## config.mk

```make
export PLATFORM = sky130hd
export DESIGN_NAME = crw_ctrl
export DESIGN_NICKNAME = d
export VERILOG_FILES = /design/src/rtl/crw_pkg.sv /design/src/rtl/crw_ctrl.sv
export SDC_FILE = /design/constraint.sdc
export NUM_CORES = 1
export LEC_CHECK = 0
export ABC_AREA = 1
export ABC_CLOCK_PERIOD_IN_PS = 1030
export BUFFER_PORTS_ARGS = -buffer_cell sky130_fd_sc_hd__buf_4
export CAP_MARGIN = 20
export CORE_AREA = 4 4 41 43
export CTS_BUF_LIST = sky130_fd_sc_hd__clkbuf_8 sky130_fd_sc_hd__clkbuf_16
export DETAILED_ROUTE_END_ITERATION = 7
export DIE_AREA = 0 0 45 47
export SLEW_MARGIN = 15
export SYNTH_ARGS = -nofsm -noshare
export SYNTH_HDL_FRONTEND = slang
export SYNTH_SLANG_ARGS = --single-unit
```

## constraint.sdc

```tcl
create_clock -name clk -period 1.03 [get_ports clk]
set_input_delay 0.103 -clock clk [delete_from_list [all_inputs] [get_ports clk]]
set_output_delay 0.103 -clock clk [all_outputs]
set_load 0.01 [all_outputs]
```

## src/rtl/crw_pkg.sv

```systemverilog
// Package: sizes, codes and shared types of the CSR random walk step core
`timescale 1ns / 1ps
package crw_pkg;

	// Graph capacity
	localparam int MAX_NODES = 1024;
	localparam int MAX_EDGES = 8192;
	localparam int OFS_DEPTH = MAX_NODES + 1;

	// Field and internal widths
	localparam int FUNC_W = 2;
	localparam int IDX_W  = 13;
	localparam int VAL_W  = 14;
	localparam int RND_W  = 32;
	localparam int NODE_W = 10;
	localparam int CNT_W  = 11;
	localparam int OFS_AW = 11;
	localparam int NBR_AW = 13;
	localparam int DEG_W  = VAL_W;
	localparam int PROD_W = RND_W + DEG_W;
	localparam int SUM_W  = VAL_W + 1;

	// Register port
	localparam int APB_AW = 3;
	localparam int APB_DW = 32;
	localparam logic REG_NODE_COUNT = 1'b0;
	localparam logic [CNT_W-1:0] NODE_COUNT_RST = CNT_W'(1024);

	// Item function codes
	typedef enum logic [FUNC_W-1:0] {
		FN_LOAD_OFS = 2'd0,
		FN_LOAD_NBR = 2'd1,
		FN_START    = 2'd2,
		FN_STEP     = 2'd3
	} func_t;

	// Controller states
	typedef enum logic [1:0] {
		ST_IDLE,
		ST_MUL,
		ST_RD,
		ST_DONE
	} state_t;

	// Controller to datapath
	typedef struct packed {
		logic accept;
		logic mul_en;
		logic rd_en;
		logic out_load;
	} cmd_t;

	// Datapath to controller
	typedef struct packed {
		logic out_free;
	} sts_t;

endpackage

```

## src/rtl/crw_ctrl.sv

```systemverilog
// Controller: sequences load, start and step items through the datapath
`timescale 1ns / 1ps
module crw_ctrl (
	input  logic                       clk,
	input  logic                       arst_n,
	input  logic                       in_valid,
	input  logic [crw_pkg::FUNC_W-1:0] in_func,
	output logic                       in_ready,
	input  crw_pkg::sts_t              sts,
	output crw_pkg::cmd_t              cmd
);

	crw_pkg::state_t state_q;
	crw_pkg::state_t state_nxt;
	logic            accept;

	assign in_ready = (state_q == crw_pkg::ST_IDLE);
	assign accept   = in_valid && in_ready;

	// State register
	always_ff @(posedge clk or negedge arst_n) begin
		if (!arst_n) begin
			state_q <= crw_pkg::ST_IDLE;
		end else begin
			state_q <= state_nxt;
		end
	end

	// Next state
	always_comb begin
		state_nxt = state_q;
		case (state_q)
			crw_pkg::ST_IDLE: begin
				if (accept) begin
					case (crw_pkg::func_t'(in_func))
						crw_pkg::FN_START: state_nxt = crw_pkg::ST_DONE;
						crw_pkg::FN_STEP:  state_nxt = crw_pkg::ST_MUL;
						default:           state_nxt = crw_pkg::ST_IDLE;
					endcase
				end
			end
			crw_pkg::ST_MUL: state_nxt = crw_pkg::ST_RD;
			crw_pkg::ST_RD:  state_nxt = crw_pkg::ST_DONE;
			crw_pkg::ST_DONE: begin
				if (sts.out_free) state_nxt = crw_pkg::ST_IDLE;
			end
			default: state_nxt = crw_pkg::ST_IDLE;
		endcase
	end

	// Datapath commands
	always_comb begin
		cmd = '0;
		cmd.accept = accept;
		case (state_q)
			crw_pkg::ST_MUL:  cmd.mul_en = 1'b1;
			crw_pkg::ST_RD:   cmd.rd_en = 1'b1;
			crw_pkg::ST_DONE: cmd.out_load = sts.out_free;
			default: ;
		endcase
	end

endmodule

```

==> results.sh, run 1 <==
export IMPL_synth_warnings=0
export IMPL_syn_inst=33
export IMPL_wirelength_um=510
export IMPL_gp_congestion=0.657
export IMPL_stdcell_area_um2=413
export IMPL_hp_start="in_func[1]"
export IMPL_startpoint="state_q[1]"
export IMPL_regArea_um2=50.0
export IMPL_fin_worst_skew_ns=0.0000485
export IMPL_area_delta_synth_final_pct=97.6
export IMPL_grt_pass1_vias=224
export IMPL_path_class="flip-flop to primary output"
export IMPL_clk_latency_ns=0.21
export IMPL_fin_crit_sh_pct=113
export IMPL_cts_root_buf="clkbuf_8"
export IMPL_io_buffer_count=10
export IMPL_die_w_um=45
export IMPL_synth_cell_types=8
export IMPL_fillers=153
export IMPL_core_um2=1300
export IMPL_finalHoldViolCount=0
export IMPL_regMostFlops="state_q"
export IMPL_drt_iter0_markers=4
export IMPL_grt_max_degree=6
export IMPL_fp_dieH_um=47
export IMPL_drv_cap=0
export IMPL_cts_tree="done"
export IMPL_ant_nets=0
export IMPL_p_per_area_nw_per_um2=2840
export IMPL_dpl_hpwl_um=389
export IMPL_endpoint="cmd[2]"
export IMPL_cts_max_level=1
export IMPL_wl_per_cell_um=7.97
export IMPL_final_cell_mix="14 x nand2_1, 10 x buf_4, 6 x inv_1"
export IMPL_fin_cells=64
export IMPL_hold_class="primary input to flip-flop"
export IMPL_rows=13
export IMPL_clk_pin_slew_worst_paths_ns=0.03
export IMPL_synth_seq_area_share_pct=24.0
export IMPL_status="finished, violations left"
export IMPL_ir_drop_mv=0.722
export IMPL_r2r_end="state_q[1]"
export IMPL_dieArea_um2=2120
export IMPL_fin_ws_ns=-0.138
export IMPL_clockBufferDepth=2
export IMPL_io_pins=11
export IMPL_clock_sinks=2
export IMPL_violations="negative setup slack"
export IMPL_cellLeakagePower_uw=0.000244
export IMPL_slowest_delay_ns=0.39
export IMPL_antenna_found_initial=0
export IMPL_slew_headroom_pct=90.3
export IMPL_end_kind="primary output"
export IMPL_path_max_fanout=4
export IMPL_min_delay_path_depth=5
export IMPL_synth_seq_cells=2
export IMPL_multi_input_area_um2=150
export IMPL_grt_overflow_total=0
export IMPL_via_per_inst=3.55
export IMPL_syn_area_um2=209
export IMPL_avgSynthCellArea_um2=6.33
export IMPL_tightest_slew_ns=0.145
export IMPL_synth_fp_nets=43
export IMPL_cp_start_kind="flip-flop"
export IMPL_maxSlewViolCount=0
export IMPL_setup_viol=7
export IMPL_reg_top3="state_q x2"
export IMPL_drtPass1Iterations=4
export IMPL_cp_slowest_cell="dfrtp_1"
export IMPL_cp_arrival_ns=1.07
export IMPL_start_util_pct=16.1
export IMPL_dr_total_vias=227
export IMPL_drive_gt1_share_pct=49.0
export IMPL_place_area_um2=323
export IMPL_ff2ff_setup_slack_ns=-0.03
export IMPL_route_detailed_drc=0
export IMPL_final_nets=61
export IMPL_required_ns=0.93
export IMPL_r2r_cells=7
export IMPL_largest_reg_flops=2
export IMPL_grt_usage_pct=6.39
export IMPL_layout_commonest_cell="nand2_1"
export IMPL_max_freq_mhz=856
export IMPL_timing_rr_start="state_q[1]"
export IMPL_grt_setup_unrepaired="true"
export IMPL_fin_crit_ns=1.17
export IMPL_grt_first_pass_wirelength_um=862
export IMPL_dp_cells=59
export IMPL_cp_cell_sequence="inv_2, buf_4, ha_4, buf_6"
export IMPL_diodes=0
export IMPL_cts_buffers=3
==> cell usage after synthesis <==
library cell / instances / share of area, %
ha_1: 4 / 24
nand2_2: 1 / 3.0
dfrtp_1: 2 / 24
nand3_1: 1 / 2.4
nand2_1: 15 / 27
buf_4: 1 / 3.6
inv_1: 8 / 14
inv_2: 1 / 1.8
==> critical path, delay by kind of cell, from the launching register on <==
| family | cells | cell delay, ns |
|---|---|---|
| adder cells (fa/ha/maj) | 1 | 0.15 |
| buffers and inverters | 3 | 0.32 |
| flip-flops | 1 | 0.39 |
==> per-stage QoR <==
| step | worst slack (ns) | util (%) | setup TNS (ns) | hold slack, ns | power, uW |
|---|---|---|---|---|---|
| after CTS | -0.139 | 30.9 | -0.673 | 0.201 | 1150 |
| after global routing | -0.184 | 31.7 | -0.957 | 0.231 | 1290 |
| after global placement | -0.0162 | 24.8 | -0.0320 | -0.114 | 730 |
| after floorplan | 0.0127 | - | 0 | -0.193 | 530 |
| after detailed placement | -0.0255 | 24.8 | -0.0390 | -0.109 | 747 |
| final | -0.138 | 31.7 | -0.547 | 0.198 | 1170 |
==> per-layer routing <==
layer  track usage (%)  vias up  wire (um)
li1                  -      124          -
met4              7.02        0          6
met3              3.83        2         73
met2              9.89        9        253
met1              5.44       92        176
met5                 0        -          0
==> report_power, final <==
group / internal (uW) / switching (uW)
Combinational: 382 / 338
Sequential: 116 / 34.9
Clock: 247 / 56.2
==> logic make-up (layout without fill, tap and decap cells) <==
kind of cell / count (synthesis) / in the layout / share of synthesized area (%)
flip-flops: 2 / 2 / 24.0
buffers and inverters: 10 / 26 / 19.8
adder cells (fa/ha/maj): 4 / 4 / 24.0
AND/OR/NAND/NOR: 17 / 17 / 32.3
==> how the worst min path moves through the flow <==
stage	slack, ns	end
finish	0.20	state_q[0]
global route	0.23	state_q[0]
CTS	0.20	state_q[0]
detailed placement	-0.11	state_q[0]
global placement	-0.11	state_q[1]
floorplan	-0.19	state_q[0]
==> cell type report <==
type,count,area share (%)
Clock buffer,3,10.0
Multi-Input combinational cell,21,36.4
Timing Repair Buffer,14,28.8
Inverter,9,8.18
Tap cell,15,4.55
Sequential cell,2,12.1
==> repair_timing <==
action / CTS / global route
endpoints found under the setup margin: 7 / 7
hold buffers: 1 / 0
gates resized for setup: 4 / 3
pin swaps: 0 / 6
hold endpoints to repair: 2 / 0
setup buffers: 1 / 0
No activity file was read; power rests on OpenSTA's default activity.
==> run 2: changes to the inputs <==
- SKIP_CTS_REPAIR_TIMING: unset -> 1
==> run 2 against run 1 <==
Net effect: the run still ends with negative setup slack left; critical endpoint unchanged; total power shrank 3.4%; highest routed layer unchanged; largest cell class unchanged; via count fell by 0.88%; clock skew about the same; global-route usage decreased by 0.47 points; register-to-register slack lost 0.03 ns; clock power hardly changed.
==> results.sh, run 2 (synthesis results as in run 1) <==
export IMPL_status="finished, violations left"
export IMPL_violations="negative setup slack"
export IMPL_diodes=0
export IMPL_fin_crit_sh_pct=114
export IMPL_dpl_hpwl_um=389
export IMPL_grt_overflow_total=0
export IMPL_fp_dieH_um=47
export IMPL_clockBufferDepth=2
export IMPL_slew_headroom_pct=90.4
export IMPL_cellLeakagePower_uw=0.000241
export IMPL_grt_usage_pct=5.92
export IMPL_cts_tree="done"
export IMPL_tightest_slew_ns=0.144
export IMPL_ant_nets=0
export IMPL_regMostFlops="state_q"
export IMPL_die_w_um=45
export IMPL_antenna_found_initial=0
export IMPL_core_um2=1300
export IMPL_io_pins=11
export IMPL_wl_per_cell_um=8.20
export IMPL_fin_worst_skew_ns=0.00000326
export IMPL_finalHoldViolCount=0
export IMPL_drive_gt1_share_pct=49.0
export IMPL_final_cell_mix="14 x nand2_1, 12 x buf_4, 6 x inv_1, 3 x inv_2, 3 x clkbuf_8"
export IMPL_clk_pin_slew_worst_paths_ns=0.03
export IMPL_ir_drop_mv=0.651
export IMPL_fillers=157
export IMPL_dp_cells=59
export IMPL_max_freq_mhz=855
export IMPL_cts_root_buf="clkbuf_8"
export IMPL_clock_power_share_pct=26.7
export IMPL_drtPass1Iterations=4
export IMPL_end_kind="primary output"
export IMPL_grt_max_degree=7
export IMPL_cp_arrival_ns=1.07
export IMPL_timing_rr_start="state_q[1]"
export IMPL_layout_commonest_cell="nand2_1"
export IMPL_clk_latency_ns=0.21
export IMPL_setup_viol=7
export IMPL_io_buffer_count=10
export IMPL_route_detailed_drc=0
export IMPL_grt_pass1_vias=215
export IMPL_area_delta_synth_final_pct=94.0
export IMPL_switching_share_pct=37.2
export IMPL_fin_ws_ns=-0.139
export IMPL_largest_reg_flops=2
export IMPL_drt_iter0_markers=5
export IMPL_clock_sinks=2
export IMPL_reg_top3="state_q x2"
export IMPL_seq_power_share_pct=13.3
export IMPL_p_comb_share_pct=60.0
export IMPL_start_util_pct=16.1
export IMPL_p_int_uw=713
export IMPL_fin_crit_ns=1.17
export IMPL_grt_first_pass_wirelength_um=800
export IMPL_grt_setup_unrepaired="true"
export IMPL_rows=13
export IMPL_drv_cap=0
export IMPL_maxSlewViolCount=0
export IMPL_hold_class="primary input to flip-flop"
export IMPL_fin_cells=64
export IMPL_cts_max_level=1
export IMPL_dieArea_um2=2120
export IMPL_hp_start="in_func[1]"
export IMPL_dp_slack_ns=-0.0255
export IMPL_p_per_area_nw_per_um2=2800
export IMPL_final_nets=61
export IMPL_required_ns=0.93
export IMPL_p_switching_uw=421
export IMPL_gp_congestion=0.657
export IMPL_startpoint="state_q[1]"
export IMPL_hold_slack_ns=0.194
export IMPL_cts_buffers=3
export IMPL_path_class="flip-flop to primary output"
export IMPL_cp_start_kind="flip-flop"
export IMPL_path_max_fanout=4
export IMPL_dr_total_vias=225
export IMPL_wirelength_um=525
export IMPL_via_per_inst=3.52
[run 2: cell counts in the layout (fill, tap and decap cells not counted)]
No cell type changed its count.
[run 2: power by group through the flow]
stage	logic [uW]	clock network (uW)	registers, uW
after CTS	598	311	152
after global routing	775	318	158
after global placement	576	0	154
final	680	303	151
after floorplan	379	0	151
after detailed placement	595	0	152
[run 2: metal layers]
layer | vias to the layer above | share of wire, % | track usage, %
li1 | 124 | - | -
met1 | 90 | 35 | 5.22
met2 | 9 | 49 | 8.47
met3 | 2 | 14 | 3.83
met4 | 0 | 1.1 | 7.02
met5 | - | 0 | 0
[run 2: worst paths after layout]
check                             end  slack (ns)  cells past startpoint
setup / recovery               cmd[2]       -0.14                      4
hold / removal             state_q[0]        0.19                      5
max in group asynchronous  state_q[1]        0.72                      2
hold reg to reg            state_q[1]        0.56                      2
setup reg to reg           state_q[1]       -0.06                      7
min in group asynchronous  state_q[0]        0.22                      2
[run 2: cell type report]
| type | count | area, um2 | area share [%] |
|---|---|---|---|
| Tap cell | 15 | 18.8 | 4.63 |
| Sequential cell | 2 | 50.0 | 12.3 |
| Inverter | 9 | 33.8 | 8.33 |
| Timing Repair Buffer | 14 | 111 | 27.5 |
| Multi-Input combinational cell | 21 | 150 | 37.0 |
| Clock buffer | 3 | 41.3 | 10.2 |
[run 2: worst max-delay path, cell delays in order, from the launching register on]
cell and delay (ns):
dfrtp_1 0.39, inv_2 0.07, buf_4 0.14, ha_4 0.15
buf_6 0.11
[run 2: through the flow]
stage	cell area, um2	power (uW)	TNS (ns)	util [%]
2_1_floorplan	221	530	0	-
3_3_place_gp	323	730	-0.0320	24.8
3_5_place_dp	323	747	-0.0390	24.8
4_1_cts	364	1060	-0.656	28.0
5_1_grt	405	1250	-1.04	31.2
6_report	405	1130	-0.614	31.2
==> run 3: changes to the inputs <==
- PLACE_DENSITY_LB_ADDON: unset -> 0.25
==> run 3 against run 2 <==
Net effect: the flow still finishes with violations (negative setup slack); maximum frequency decreased by 0.42%; global-route usage decreased by 0.48 points; sequential share of layout area increased by 0.27 points; wire length decreased by 11%; critical path depth unchanged; die area unchanged.
==> results.sh, run 3 (synthesis results as in run 1) <==
export IMPL_wl_per_cell_um=7.40
export IMPL_regMostFlops="state_q"
export IMPL_status="finished, violations left"
export IMPL_setup_viol=7
export IMPL_fillers=148
export IMPL_cts_tree="done"
export IMPL_slowest_delay_ns=0.40
export IMPL_max_freq_mhz=852
export IMPL_reg_top3="state_q x2"
export IMPL_io_buffer_count=10
export IMPL_antenna_found_initial=0
export IMPL_p_int_uw=690
export IMPL_p_comb_share_pct=58.4
export IMPL_start_util_pct=16.1
export IMPL_clk_latency_ns=0.21
export IMPL_seq_power_share_pct=14.0
export IMPL_tightest_slew_ns=0.156
export IMPL_fin_util_pct=30.5
export IMPL_fin_setup_tns_ns=-0.620
export IMPL_grt_overflow_total=0
export IMPL_area_delta_synth_final_pct=89.8
export IMPL_switching_share_pct=37.0
export IMPL_place_area_um2=323
export IMPL_fin_worst_skew_ns=0.00178
export IMPL_fp_dieH_um=47
export IMPL_fin_cells=63
export IMPL_dp_slack_ns=-0.0401
export IMPL_cp_start_kind="flip-flop"
export IMPL_cellLeakagePower_uw=0.000235
export IMPL_path_max_fanout=4
export IMPL_min_delay_path_depth=5
export IMPL_layout_commonest_cell="nand2_1"
export IMPL_dp_cells=59
export IMPL_critPathBufInv=3
export IMPL_cp_arrival_ns=1.07
export IMPL_dpl_hpwl_um=363
export IMPL_rows=13
export IMPL_cts_buffers=3
export IMPL_dr_total_vias=221
export IMPL_drive_gt1_share_pct=47.9
export IMPL_violations="negative setup slack"
export IMPL_hold_class="primary input to flip-flop"
export IMPL_wirelength_um=466
export IMPL_p_switching_uw=406
export IMPL_grt_pass1_vias=203
export IMPL_fin_crit_ns=1.17
export IMPL_gp_congestion=0.641
export IMPL_largest_reg_flops=2
export IMPL_cts_max_level=1
export IMPL_cp_slowest_cell="dfrtp_1"
export IMPL_die_w_um=45
export IMPL_grt_first_pass_wirelength_um=779
export IMPL_cp_top_family="flip-flops"
export IMPL_fin_ws_ns=-0.144
export IMPL_p_per_area_nw_per_um2=2760
export IMPL_grt_usage_pct=5.44
export IMPL_final_cell_mix="14 x nand2_1, 10 x buf_4, 5 x inv_1, 4 x inv_2, 3 x clkbuf_8"
export IMPL_maxSlewViolCount=0
export IMPL_clock_sinks=2
export IMPL_path_class="flip-flop to primary output"
export IMPL_ant_nets=0
export IMPL_path_depth=4
export IMPL_core_um2=1300
export IMPL_fin_crit_sh_pct=114
export IMPL_drv_cap=0
export IMPL_dieArea_um2=2120
export IMPL_required_ns=0.93
export IMPL_ir_drop_mv=1.35
export IMPL_cts_root_buf="clkbuf_8"
export IMPL_finalHoldViolCount=0
export IMPL_cp_cell_sequence="inv_2, buf_4, ha_4, buf_6"
export IMPL_clock_power_share_pct=27.6
export IMPL_diodes=0
export IMPL_drtPass1Iterations=4
export IMPL_drt_iter0_markers=5
export IMPL_stdcell_area_um2=397
export IMPL_io_pins=11
export IMPL_via_per_inst=3.51
export IMPL_end_kind="primary output"
export IMPL_route_detailed_drc=0
export IMPL_grt_setup_unrepaired="true"
export IMPL_clockBufferDepth=2
export IMPL_final_nets=60
export IMPL_grt_max_degree=7
export IMPL_r2r_cells=7
export IMPL_clk_pin_slew_worst_paths_ns=0.03
export IMPL_slew_headroom_pct=89.6
-- run 3: changes by cell type in the layout (fill, tap and decap cells not counted), sizes merged --
cell | before | now
buf | 13 | 12
-- run 3: metal layers --
metal  GRT usage (%)  up-vias  wire length, um
met4            3.51        0                0
met5               0        -                0
met1            7.24       85              219
met2            6.21       12              188
met3            3.45        0               58
li1                -      124                -
-- run 3: power groups by stage --
stage               Sequential [uW]  Combinational [uW]  Clock (uW)
global placement                155                 587           0
detailed placement              156                 584           0
CTS                             155                 590         316
global route                    160                 722         330
floorplan                       151                 379           0
finish                          154                 640         302
-- run 3: worst min-delay path, stage by stage --
cell and delay, ns:
buf_4 0.08, nand2_1 0.04, nand2_1 0.06, nand2_1 0.05, nand2_1 0.05
-- run 3: cell type report --
class | instances | area [um2] | area share [%]
multi-input combinational | 21 | 145 | 36.6
timing repair buffer | 13 | 108 | 27.1
sequential | 2 | 50.0 | 12.6
clock buffer | 3 | 41.3 | 10.4
inverter | 9 | 33.8 | 8.52
tap | 15 | 18.8 | 4.73
-- run 3: final timing paths --
| check | start | endpoint | slack [ns] |
|---|---|---|---|
| worst min register to register | state_q[1] | state_q[1] | 0.56 |
| worst max register to register | state_q[1] | state_q[0] | -0.04 |
| worst max-delay path | state_q[1] | cmd[2] | -0.14 |
| worst min-delay path | in_func[1] | state_q[0] | 0.21 |
| min in group asynchronous | arst_n | state_q[0] | 0.23 |
| max in group asynchronous | arst_n | state_q[1] | 0.72 |
-- run 3: metrics by stage --
stage          power, uW  hold WS [ns]
4_1_cts             1060        -0.336
6_report            1100         0.207
3_5_place_dp         741        -0.113
5_1_grt             1210         0.222
2_1_floorplan        530        -0.193
3_3_place_gp         742        -0.114
